## config.mk

```make
export PLATFORM = sky130hd
export DESIGN_NAME = prime_filter_trial_division_flat
export DESIGN_NICKNAME = d
export VERILOG_FILES = /design/src/pftd_pkg.sv /design/src/pftd_if.sv /design/src/pftd_ctrl.sv /design/src/pftd_dp.sv /design/src/prime_filter_trial_division.sv /design/src/flat_wrapper.sv
export VERILOG_INCLUDE_DIRS = /design/src /design/src/src
export SDC_FILE = /design/constraint.sdc
export NUM_CORES = 1
export LEC_CHECK = 0
export ABC_AREA = 1
export ABC_CLOCK_PERIOD_IN_PS = 5000
export BUFFER_PORTS_ARGS = -buffer_cell sky130_fd_sc_hd__clkbuf_2
export CAP_MARGIN = 20
export CORE_UTILIZATION = 50
export CTS_BUF_LIST = sky130_fd_sc_hd__clkbuf_4
export DETAILED_ROUTE_END_ITERATION = 8
export PLACE_DENSITY = 0.67
export SLEW_MARGIN = 20
export SYNTH_ARGS = -nofsm -noshare
export SYNTH_HDL_FRONTEND = slang
export SYNTH_HIERARCHICAL = 1
export SYNTH_SLANG_ARGS = --single-unit
```

## constraint.sdc

```tcl
create_clock -name clk -period 5 [get_ports clk]
set_input_delay 1 -clock clk [delete_from_list [all_inputs] [get_ports clk]]
set_output_delay 1 -clock clk [all_outputs]
set_load 0.02 [all_outputs]
```

## src/prime_filter_trial_division_macros.svh

```systemverilog
// ---------------------------------------------------------------------------
// Prime filter assertion macros
// Shared concurrent assertion forms for the prime filter block.
// ---------------------------------------------------------------------------
`ifndef PRIME_FILTER_TRIAL_DIVISION_MACROS_SVH
`define PRIME_FILTER_TRIAL_DIVISION_MACROS_SVH

// same-cycle implication, disabled in reset
`define PFTD_ASSERT_SAME(label, clk, rst_n, ante, cons) \
  label: assert property (@(posedge clk) disable iff (!rst_n) (ante) |-> (cons)) \
    else $error("prime filter check failed");

// next-cycle implication, disabled in reset
`define PFTD_ASSERT_NEXT(label, clk, rst_n, ante, cons) \
  label: assert property (@(posedge clk) disable iff (!rst_n) (ante) |=> (cons)) \
    else $error("prime filter check failed");

`endif

```

## src/pftd_pkg.sv

```systemverilog
// ---------------------------------------------------------------------------
// Prime filter package
// Shared constants and controller/datapath command and status types.
// ---------------------------------------------------------------------------
`timescale 1ns / 1ps

package pftd_pkg;

  localparam int PFTD_VALUE_WIDTH = 32;
  localparam int PFTD_FIRST_DIV   = 2;
  localparam int PFTD_FIRST_SQ    = PFTD_FIRST_DIV * PFTD_FIRST_DIV;
  localparam int PFTD_MIN_PRIME   = 2;

  typedef struct packed {
    logic load;       // capture candidate, reset divisor
    logic start_div;  // clear remainder, load dividend shifter
    logic div_step;   // one restoring division step
    logic next_div;   // advance divisor and its square
    logic load_out;   // copy candidate to output register
  } pftd_cmd_t;

  typedef struct packed {
    logic reject_in;  // negative, zero or one
    logic sq_gt;      // divisor squared exceeds candidate
    logic div_last;   // final division step
    logic rem_zero;   // remainder is zero
  } pftd_status_t;

endpackage

```

## src/pftd_if.sv

```systemverilog
// ---------------------------------------------------------------------------
// Prime filter channel interfaces
// Valid/ready channels for candidate and prime result beats.
// ---------------------------------------------------------------------------
`timescale 1ns / 1ps

interface pftd_in_if #(
  parameter int W = 32
);
  logic                valid;
  logic                ready;
  logic signed [W-1:0] candidate;

  modport source (output valid, output candidate, input ready);
  modport sink   (input valid, input candidate, output ready);
endinterface

interface pftd_out_if #(
  parameter int W = 32
);
  logic         valid;
  logic         ready;
  logic [W-2:0] prime_value;

  modport source (output valid, output prime_value, input ready);
  modport sink   (input valid, input prime_value, output ready);
endinterface

```

## src/pftd_ctrl.sv

```systemverilog
// ---------------------------------------------------------------------------
// Prime filter controller
// Sequences acceptance, trial divisions and result hand-off.
// ---------------------------------------------------------------------------
`timescale 1ns / 1ps

module pftd_ctrl (
  input  logic                  clk,
  input  logic                  rst_n,
  input  logic                  in_valid,
  output logic                  in_ready,
  output logic                  out_valid,
  input  logic                  out_ready,
  input  pftd_pkg::pftd_status_t status,
  output pftd_pkg::pftd_cmd_t    cmd
);
  import pftd_pkg::*;

  typedef enum logic [4:0] {
    ST_IDLE  = 5'b00001,
    ST_CHECK = 5'b00010,
    ST_DIV   = 5'b00100,
    ST_TEST  = 5'b01000,
    ST_HOLD  = 5'b10000
  } state_t;

  state_t state_r, state_nxt;
  logic   out_vld_r, out_vld_nxt;
  logic   slot_free;

  assign slot_free = !out_vld_r || out_ready;
  assign in_ready  = (state_r == ST_IDLE);
  assign out_valid = out_vld_r;

  always_comb begin
    state_nxt = state_r;
    cmd       = '0;
    case (state_r)
      ST_IDLE: begin
        if (in_valid && !status.reject_in) begin
          cmd.load  = 1'b1;
          state_nxt = ST_CHECK;
        end
      end
      ST_CHECK: begin
        if (status.sq_gt) begin
          if (slot_free) begin
            cmd.load_out = 1'b1;
            state_nxt    = ST_IDLE;
          end else begin
            state_nxt = ST_HOLD;
          end
        end else begin
          cmd.start_div = 1'b1;
          state_nxt     = ST_DIV;
        end
      end
      ST_DIV: begin
        cmd.div_step = 1'b1;
        if (status.div_last) begin
          state_nxt = ST_TEST;
        end
      end
      ST_TEST: begin
        if (status.rem_zero) begin
          state_nxt = ST_IDLE;
        end else begin
          cmd.next_div = 1'b1;
          state_nxt    = ST_CHECK;
        end
      end
      ST_HOLD: begin
        if (slot_free) begin
          cmd.load_out = 1'b1;
          state_nxt    = ST_IDLE;
        end
      end
      default: state_nxt = ST_IDLE;
    endcase
  end

  always_comb begin
    out_vld_nxt = out_vld_r;
    if (cmd.load_out) begin
      out_vld_nxt = 1'b1;
    end else if (out_ready) begin
      out_vld_nxt = 1'b0;
    end
  end

  always_ff @(posedge clk) begin
    if (!rst_n) begin
      state_r   <= ST_IDLE;
      out_vld_r <= 1'b0;
    end else begin
      state_r   <= state_nxt;
      out_vld_r <= out_vld_nxt;
    end
  end

endmodule

```

## src/pftd_dp.sv

```systemverilog
// ---------------------------------------------------------------------------
// Prime filter datapath
// Candidate, divisor and running square, bit-serial remainder unit, output.
// ---------------------------------------------------------------------------
`timescale 1ns / 1ps

module pftd_dp #(
  parameter int VALUE_WIDTH = pftd_pkg::PFTD_VALUE_WIDTH
) (
  input  logic                          clk,
  input  logic signed [VALUE_WIDTH-1:0] candidate,
  input  pftd_pkg::pftd_cmd_t           cmd,
  output pftd_pkg::pftd_status_t        status,
  output logic        [VALUE_WIDTH-2:0] prime_value
);
  import pftd_pkg::*;

  localparam int N  = VALUE_WIDTH - 1;
  localparam int CW = $clog2(N);

  logic [N-1:0]  v_r, d_r, rem_r, sh_r, out_r;
  logic [N:0]    sq_r;
  logic [CW-1:0] cnt_r;
  logic [N:0]    trial;
  logic [N:0]    diff;
  logic          fits;

  assign trial = {rem_r, sh_r[N-1]};
  assign diff  = trial - {1'b0, d_r};
  assign fits  = (trial >= {1'b0, d_r});

  assign status.reject_in = candidate[VALUE_WIDTH-1] ||
                            (candidate[N-1:0] < N'(PFTD_MIN_PRIME));
  assign status.sq_gt     = (sq_r > {1'b0, v_r});
  assign status.div_last  = (cnt_r == '0);
  assign status.rem_zero  = (rem_r == '0);
  assign prime_value      = out_r;

  always_ff @(posedge clk) begin
    if (cmd.load) begin
      v_r  <= candidate[N-1:0];
      d_r  <= N'(PFTD_FIRST_DIV);
      sq_r <= (N+1)'(PFTD_FIRST_SQ);
    end
    if (cmd.next_div) begin
      d_r  <= d_r + N'(1);
      sq_r <= sq_r + {d_r, 1'b1};
    end
    if (cmd.start_div) begin
      rem_r <= '0;
      sh_r  <= v_r;
      cnt_r <= CW'(N - 1);
    end
    if (cmd.div_step) begin
      rem_r <= fits ? diff[N-1:0] : trial[N-1:0];
      sh_r  <= {sh_r[N-2:0], 1'b0};
      cnt_r <= cnt_r - CW'(1);
    end
    if (cmd.load_out) begin
      out_r <= v_r;
    end
  end

endmodule

```

## src/prime_filter_trial_division.sv

```systemverilog
// ---------------------------------------------------------------------------
// Prime filter by trial division
// Passes prime candidates through and drops all other values.
// ---------------------------------------------------------------------------
// Each candidate beat is tested by trial division with divisors 2, 3, ...
// while divisor squared does not exceed the value; a nonprime value, a
// negative value, zero and one produce no output beat, a prime produces one
// beat carrying the value. One item is in work at a time. Negative values,
// zero and one are dropped in the accept cycle. Every other item is loaded
// when accepted and then takes, per divisor tried, a check, VALUE_WIDTH - 1
// remainder steps and a test. A prime ends with one more check, in which
// the divisor squared exceeds the value. The bit-serial remainder unit
// gives one quotient bit per cycle. A finished prime waits in the output
// register while the next candidate is accepted. If the previous prime is
// still waiting there, the new one holds the block until the output
// register frees.
`timescale 1ns / 1ps
`include "prime_filter_trial_division_macros.svh"

module prime_filter_trial_division #(
  parameter int VALUE_WIDTH = pftd_pkg::PFTD_VALUE_WIDTH
) (
  input  logic             clk,
  input  logic             rst_n,
  pftd_in_if.sink          in_ch,
  pftd_out_if.source       out_ch
);
  import pftd_pkg::*;

  localparam logic [VALUE_WIDTH-2:0] MIN_OUT = (VALUE_WIDTH-1)'(PFTD_MIN_PRIME);

  pftd_cmd_t    cmd;
  pftd_status_t status;
  logic         in_fire;
  logic         in_neg;
  logic [4:0]   cmd_bits;

  assign in_fire  = in_ch.valid && in_ch.ready;
  assign in_neg   = in_ch.candidate[VALUE_WIDTH-1];
  assign cmd_bits = {cmd.load, cmd.start_div, cmd.div_step, cmd.next_div, cmd.load_out};

  pftd_ctrl u_ctrl (
    .clk       (clk),
    .rst_n     (rst_n),
    .in_valid  (in_ch.valid),
    .in_ready  (in_ch.ready),
    .out_valid (out_ch.valid),
    .out_ready (out_ch.ready),
    .status    (status),
    .cmd       (cmd)
  );

  pftd_dp #(
    .VALUE_WIDTH (VALUE_WIDTH)
  ) u_dp (
    .clk         (clk),
    .candidate   (in_ch.candidate),
    .cmd         (cmd),
    .status      (status),
    .prime_value (out_ch.prime_value)
  );

  `PFTD_ASSERT_NEXT(a_drop_negative, clk, rst_n, in_fire && in_neg, in_ch.ready)
  `PFTD_ASSERT_NEXT(a_busy_after_load, clk, rst_n, in_fire && !status.reject_in, !in_ch.ready)
  `PFTD_ASSERT_SAME(a_out_min, clk, rst_n, out_ch.valid, out_ch.prime_value >= MIN_OUT)
  `PFTD_ASSERT_SAME(a_one_cmd, clk, rst_n, 1'b1, $onehot0(cmd_bits))

endmodule
```

## src/flat_wrapper.sv

```systemverilog
// flat-port wrapper written by rule: the top's interface ports become plain ports
module prime_filter_trial_division_flat import pftd_pkg::*;
#(
  parameter int VALUE_WIDTH = pftd_pkg::PFTD_VALUE_WIDTH
)
  (clk, rst_n, in_ch_valid, in_ch_candidate, in_ch_ready, out_ch_valid, out_ch_prime_value, out_ch_ready);
  pftd_in_if in_ch_i ();
  pftd_out_if out_ch_i ();
  input  logic clk;
  input  logic rst_n;
  input wire logic [$bits(in_ch_i.valid)-1:0] in_ch_valid;
  input wire logic [$bits(in_ch_i.candidate)-1:0] in_ch_candidate;
  output wire logic [$bits(in_ch_i.ready)-1:0] in_ch_ready;
  output wire logic [$bits(out_ch_i.valid)-1:0] out_ch_valid;
  output wire logic [$bits(out_ch_i.prime_value)-1:0] out_ch_prime_value;
  input wire logic [$bits(out_ch_i.ready)-1:0] out_ch_ready;
  assign in_ch_i.valid = in_ch_valid;
  assign in_ch_i.candidate = in_ch_candidate;
  assign in_ch_ready = in_ch_i.ready;
  assign out_ch_valid = out_ch_i.valid;
  assign out_ch_prime_value = out_ch_i.prime_value;
  assign out_ch_i.ready = out_ch_ready;
  prime_filter_trial_division #(.VALUE_WIDTH(VALUE_WIDTH)) u_core (.clk(clk), .rst_n(rst_n), .in_ch(in_ch_i), .out_ch(out_ch_i));
endmodule
```

==> Word-level counts from Yosys, hierarchy flattened <==
Cells that the tools add are included.
{ "totals": {"output_inout_bits": 33, "elab_cells": 66, "inputBits": 36, "reg_bits": 198} }
{ "classes": {"addsub": 4, "eq_ne": 8, "reduce_logical": 11, "muxes": 30, "magnitude_cmp": 3} }
{ "ops": {"columns": ["op", "n"], "rows": [
  ["$mux W31", 7],
  ["$mux W32", 2],
  ["$mux W5", 7],
  ["$add A32 B32 Y32", 1],
  ["$ge A32 B31 Y1", 1],
  ["$gt A32 B31 Y1", 1],
  ["$add A31 B1 Y31 const B", 1],
  ["$logic_not A31 Y1", 1],
  ["$lt A31 B2 Y1 const B", 1],
  ["$sub A31 B31 Y31", 1],
  ["$pmux W5 S5", 1],
  ["$mux W1", 11],
  ["$reduce_bool A2 Y1", 3],
  ["$eq A5 B1 Y1 const B", 1],
  ["$eq A5 B2 Y1 const B", 1],
  ["$eq A5 B3 Y1 const B", 1],
  ["$eq A5 B4 Y1 const B", 1],
  ["$eq A5 B5 Y1 const B", 1],
  ["$logic_not A5 Y1", 1],
  ["$sub A5 B1 Y5 const B", 1],
  ["$ne A2 B1 Y1 const B", 2],
  ["$reduce_and A3 Y1", 1],
  ["$logic_not A1 Y1", 2],
  ["$logic_or A1 B1 Y1", 2],
  ["other kinds (4)", 4]
]} }

==> Longest topological paths before layout <==
{ "logic_depth": {"depth_word": 8, "mapped_depth": 17, "depth_no_buf": 17} }

==> Cells and area by module <==
The synthesis kept the hierarchy.
{ "modules_own_cells": {"columns": ["module", "seq_area_each_um2", "instances", "cells_each", "area_per_inst_um2"], "rows": [
  ["pftd_dp", 5755.5, 1, 1682, 13105.1],
  ["pftd_ctrl", 120.1, 1, 65, 421.7]
]} }

==> Least setup slack after synthesis <==
OpenSTA, ideal clock, no wires.
{ "synth_path": {"path_kind": "input-to-reg", "from": "input port in_ch_candidate[5]", "to": "register u_core.u_dp.d_r[0] (enable)", "setup_time_ns": 0.394, "required_ns": 4.606, "path_buffers": 0, "path_stages": 7, "arrival_time_ns": 3.684, "path_slack_ns": 0.923, "path_cell_list": "nor4_1 nand4_1 o21bai_1 inv_1 nand2_1 nor2_1 or2_2"} }
{ "synth_rtl": {"columns": ["item", "line_no", "text"], "rows": [
  ["from (decl)", "flat_wrapper.sv:12", "input wire logic [$bits(in_ch_i.candidate)-1:0] in_ch_candidate;"],
  ["to (signal assigned)", "pftd_dp.sv:42", "d_r <= N'(PFTD_FIRST_DIV);"],
  ["to (signal assigned)", "pftd_dp.sv:46", "d_r <= d_r + N'(1);"],
  ["to (decl)", "pftd_dp.sv:21", "logic [N-1:0] v_r, d_r, rem_r, sh_r, out_r;"]
]} }

==> run_summary.xml <==
<?xml version="1.0" encoding="UTF-8"?>
<metrics>
  <group name="synthesis">
    <metric name="yosysTopAreaCellShare" unit="">0.4240</metric>
    <metric name="synth-edff-count" unit="">191</metric>
    <metric name="syn_inst" unit="">1747</metric>
    <metric name="synth_top_cells_by_area" unit="">sky130_fd_sc_hd__edfxtp_1 (42%), sky130_fd_sc_hd__nand2_1 (13%), sky130_fd_sc_hd__ha_1 (8.7%)</metric>
    <metric name="dominantRegCellSynth" unit="">sky130_fd_sc_hd__edfxtp_1</metric>
    <metric name="ys_top_cells_by_count" unit="">sky130_fd_sc_hd__nand2_1 (463), sky130_fd_sc_hd__inv_1 (271), sky130_fd_sc_hd__nor2_1 (223)</metric>
    <metric name="synthesis.area_per_instance" unit="µm²">7.743</metric>
    <metric name="yosys.cell_count.top_type" unit="">sky130_fd_sc_hd__nand2_1</metric>
    <metric name="synth-warning-count" unit="">6</metric>
    <metric name="post_synth_instance_area" unit="µm²">13530</metric>
    <metric name="post-synth-top-area-cell" unit="">sky130_fd_sc_hd__edfxtp_1</metric>
    <metric name="synth-async-reset-ratio" unit="">0</metric>
    <metric name="synth_seq_cells" unit="">198</metric>
    <metric name="yosys.cell_types.count" unit="">49</metric>
    <metric name="synth_seq_area_share" unit="">0.4344</metric>
    <metric name="syn_nets" unit="">1879</metric>
  </group>
  <group name="timing">
    <metric name="worst_slew_margin_rel" unit="">0.3677</metric>
    <metric name="finalSetupViolCount" unit="">0</metric>
    <metric name="timing_hold_violations_final" unit="">0</metric>
    <metric name="accumulated_negative_setup_slack" unit="ps">0</metric>
    <metric name="tightest_slew" unit="ps">946.2</metric>
    <metric name="rsz0062_at_grt" unit="">false</metric>
    <metric name="period_needed" unit="ps">3954</metric>
    <metric name="timing.final.max_slew_violations" unit="">0</metric>
    <metric name="min_period_over_period" unit="">0.7909</metric>
    <metric name="clock.fmax" unit="MHz">252.9</metric>
    <metric name="clock_skew" unit="ps">41.20</metric>
  </group>
  <group name="die">
    <metric name="coreArea" unit="µm²">26280</metric>
    <metric name="dieArea" unit="µm²">27720</metric>
    <metric name="fp.dieH" unit="µm">166.5</metric>
    <metric name="pin_count" unit="">69</metric>
    <metric name="die_width" unit="µm">166.5</metric>
    <metric name="std_cell_rows" unit="">59</metric>
    <metric name="initial_core_utilization" unit="">0.5147</metric>
  </group>
  <group name="worst_setup_path">
    <metric name="critPathMaxFanout" unit="">36</metric>
    <metric name="worst_setup_ep_type" unit="">flip-flop</metric>
    <metric name="critical_path_arrival" unit="ps">4250</metric>
    <metric name="path_class" unit="">flip-flop to flip-flop</metric>
    <metric name="reg2reg_start" unit="">u_core/u_dp/sq_r[30]</metric>
    <metric name="cp.required" unit="ps">5300</metric>
    <metric name="r2r-end" unit="">u_core/u_dp/rem_r[21]</metric>
    <metric name="r2r_cells" unit="">16</metric>
    <metric name="setup.reg_to_reg.worst_slack" unit="ps">1050</metric>
    <metric name="worstSetupStartpointType" unit="">flip-flop</metric>
    <metric name="crit_start" unit="">u_core/u_dp/sq_r[30]</metric>
  </group>
  <group name="min_path">
    <metric name="hold_path.class" unit="">flip-flop to flip-flop</metric>
    <metric name="worstHoldEndpoint" unit="">u_core/u_dp/prime_value[21]</metric>
    <metric name="hp-start" unit="">u_core/u_dp/v_r[21]</metric>
    <metric name="number_of_cells_on_the_worst_hold_path" unit="">0</metric>
  </group>
  <group name="grt">
    <metric name="grt_util_all_layers" unit="">0.2511</metric>
    <metric name="grt-ovfl-total" unit="">0</metric>
    <metric name="antenna_found_initial" unit="">1</metric>
    <metric name="first_pass_grt_wire_length" unit="µm">55470</metric>
    <metric name="first_global_vias" unit="">10880</metric>
    <metric name="largest_net_degree_at_the_start_of_global_routing" unit="">65</metric>
  </group>
  <group name="clocking">
    <metric name="cts.path.max_buffers" unit="">2</metric>
    <metric name="cts_resized" unit="">0</metric>
    <metric name="cts_num_sinks" unit="">198</metric>
    <metric name="cts_root_buf" unit="">sky130_fd_sc_hd__clkbuf_4</metric>
    <metric name="cts_buf_count" unit="">17</metric>
    <metric name="cts_hold_buf" unit="">0</metric>
    <metric name="clkLatencyLatePin" unit="ps">610</metric>
    <metric name="cts.clk_slew.worst_paths" unit="ps">210</metric>
    <metric name="tritoncts_clock_tree" unit="">done</metric>
    <metric name="h_tree_depth" unit="">4</metric>
    <metric name="postCtsSetupRepairBufs" unit="">0</metric>
  </group>
  <group name="power">
    <metric name="cellLeakagePower" unit="nW">6.504</metric>
    <metric name="cellPowerDensity" unit="nW/µm²">261.3</metric>
    <metric name="report.power.total" unit="mW">3.814</metric>
    <metric name="vdd.ir_drop.worst" unit="µV">195.2</metric>
  </group>
  <group name="place">
    <metric name="placement.io_buffers" unit="">68</metric>
    <metric name="detailedPlacementHpwl" unit="µm">26740</metric>
    <metric name="globalplace.congestion" unit="">0.9233</metric>
    <metric name="numPlacedInstances" unit="">2132</metric>
  </group>
  <group name="route">
    <metric name="wl" unit="µm">34060</metric>
    <metric name="route.vias.total" unit="">11556</metric>
    <metric name="detail_route.wl_per_cell" unit="µm">15.72</metric>
    <metric name="drc_errors" unit="">5</metric>
    <metric name="vias_per_cell" unit="">5.335</metric>
    <metric name="drt_pre_antenna_iters" unit="">8</metric>
    <metric name="drt_first_iter_violations" unit="">1200</metric>
    <metric name="drt.antenna.violating_nets" unit="">0</metric>
  </group>
  <group name="run">
    <metric name="cap_viol_max_count" unit="">0</metric>
  </group>
  <group name="cells_and_area">
    <metric name="layout-drive-gt1-share" unit="">0.08798</metric>
    <metric name="final_core_area_utilization" unit="">0.5554</metric>
    <metric name="finish.cell_count_without_fillers" unit="">2166</metric>
    <metric name="area.growth.synth_to_final" unit="%">7.909</metric>
    <metric name="layout.nets" unit="">1949</metric>
  </group>
  <group name="run_status">
    <metric name="run_status" unit="">finished with violations</metric>
    <metric name="violations" unit="">design-rule violations</metric>
  </group>
</metrics>
-- report_power, final --
part	total (mW)	leakage, nW	internal, mW	switching [mW]
Sequential	1.99	1.81	1.92	0.0705
Clock	0.971	0.178	0.267	0.704
Combinational	0.853	4.52	0.269	0.584
Total	3.81	6.50	2.46	1.36
-- worst max-delay path by stage --
stage	slack, ps	depth (start not counted)	to
6_report	1050	16	u_core/u_dp/rem_r[21]
3_3_place_gp	1250	9	u_core/u_dp/d_r[29]
5_1_grt	700	16	u_core/u_dp/rem_r[21]
3_5_place_dp	1130	16	u_core/u_dp/rem_r[30]
4_1_cts	1060	16	u_core/u_dp/rem_r[21]
2_1_floorplan	920	7	u_core/u_dp/d_r[0]
-- worst max-delay path, stage by stage, from the launching register on --
cell and delay, ps:
sky130_fd_sc_hd__edfxtp_1 460, sky130_fd_sc_hd__ha_1 290, sky130_fd_sc_hd__inv_1 40, sky130_fd_sc_hd__nor2_1 70, sky130_fd_sc_hd__inv_1 50, sky130_fd_sc_hd__nor2_1 140
sky130_fd_sc_hd__and2_1 160, sky130_fd_sc_hd__inv_1 70, sky130_fd_sc_hd__nor3_1 340, sky130_fd_sc_hd__nand2_1 90, sky130_fd_sc_hd__a21boi_0 530, sky130_fd_sc_hd__inv_1 130
sky130_fd_sc_hd__nand3_1 130, sky130_fd_sc_hd__inv_1 70, sky130_fd_sc_hd__inv_1 80, sky130_fd_sc_hd__nand2_2 450, sky130_fd_sc_hd__buf_4 500
-- logic make-up (layout without fill, tap and decap cells) --
kind of cell             Yosys count  in the layout  share of synthesized area
AND/OR/NAND/NOR                  893            893                     0.2839
buffers and inverters            303            386                    0.08769
AO/OA/AOI/OAI                    240            240                    0.09315
flip-flops                       198            198                     0.4344
adder cells (fa/ha/maj)           96             96                    0.08991
XOR/XNOR                          17             17                    0.01101
other                              0              1                          0
-- area by class of cell --
cell class | instances | area [µm²]
Fill cell | 2507 | 11680
Multi-Input combinational cell | 1246 | 6489
Sequential cell | 198 | 5876
Inverter | 279 | 1050
Tap cell | 335 | 419.2
Timing Repair Buffer | 75 | 412.9
Clock inverter | 15 | 220.2
Clock buffer | 17 | 127.6
Antenna cell | 1 | 2.502
-- sequential cells by signal, indices dropped and copies added (netlist names) --
signal	count
u_core/u_ctrl/out_valid	1
u_core/u_ctrl/state_r	5
u_core/u_dp/cnt_r	5
u_core/u_dp/d_r	31
u_core/u_dp/prime_value	31
u_core/u_dp/rem_r	31
u_core/u_dp/sh_r	31
u_core/u_dp/sq_r	32
u_core/u_dp/v_r	31
-- layout by cell type, fill, tap and decap left out, types with 6 or more instances in the layout --
cell type and instances:
sky130_fd_sc_hd__clkbuf_2 68, sky130_fd_sc_hd__nand4_1 23, sky130_fd_sc_hd__edfxtp_1 191, sky130_fd_sc_hd__xor2_1 12, sky130_fd_sc_hd__nor3_1 34, sky130_fd_sc_hd__nand3_2 6
sky130_fd_sc_hd__nor4_1 17, sky130_fd_sc_hd__nor2_1 222, sky130_fd_sc_hd__nand2_1 462, sky130_fd_sc_hd__clkbuf_4 17, sky130_fd_sc_hd__o21bai_1 8, sky130_fd_sc_hd__inv_2 7
sky130_fd_sc_hd__buf_4 6, sky130_fd_sc_hd__nand3b_1 7, sky130_fd_sc_hd__dfxtp_1 7, sky130_fd_sc_hd__nand3_1 79, sky130_fd_sc_hd__nor2_2 7, sky130_fd_sc_hd__o21ai_1 20
sky130_fd_sc_hd__inv_1 270, sky130_fd_sc_hd__nor2_4 7, sky130_fd_sc_hd__or2_2 6, sky130_fd_sc_hd__ha_1 94, sky130_fd_sc_hd__nand2_2 8, sky130_fd_sc_hd__a21oi_1 115
sky130_fd_sc_hd__o21ai_0 81
-- per-layer routing --
metal,part of all wire,up-vias,global-route usage
met1,0.48,5332,0.3518
met2,0.45,298,0.4123
met4,0.014,2,0.05032
li1,-,5888,-
met3,0.053,36,0.03731
met5,0.0017,-,0.01565
-- stage by stage --
step	hold slack (ps)	setup WS [ps]	area (µm²)
floorplan	426.4	923.0	13530
global placement	432.9	1247	14220
detailed placement	433.8	1132	14220
CTS	466.6	1058	14570
global route	475.3	699.5	14600
finish	462.3	1046	14600
(Power assumes the default switching activity.)
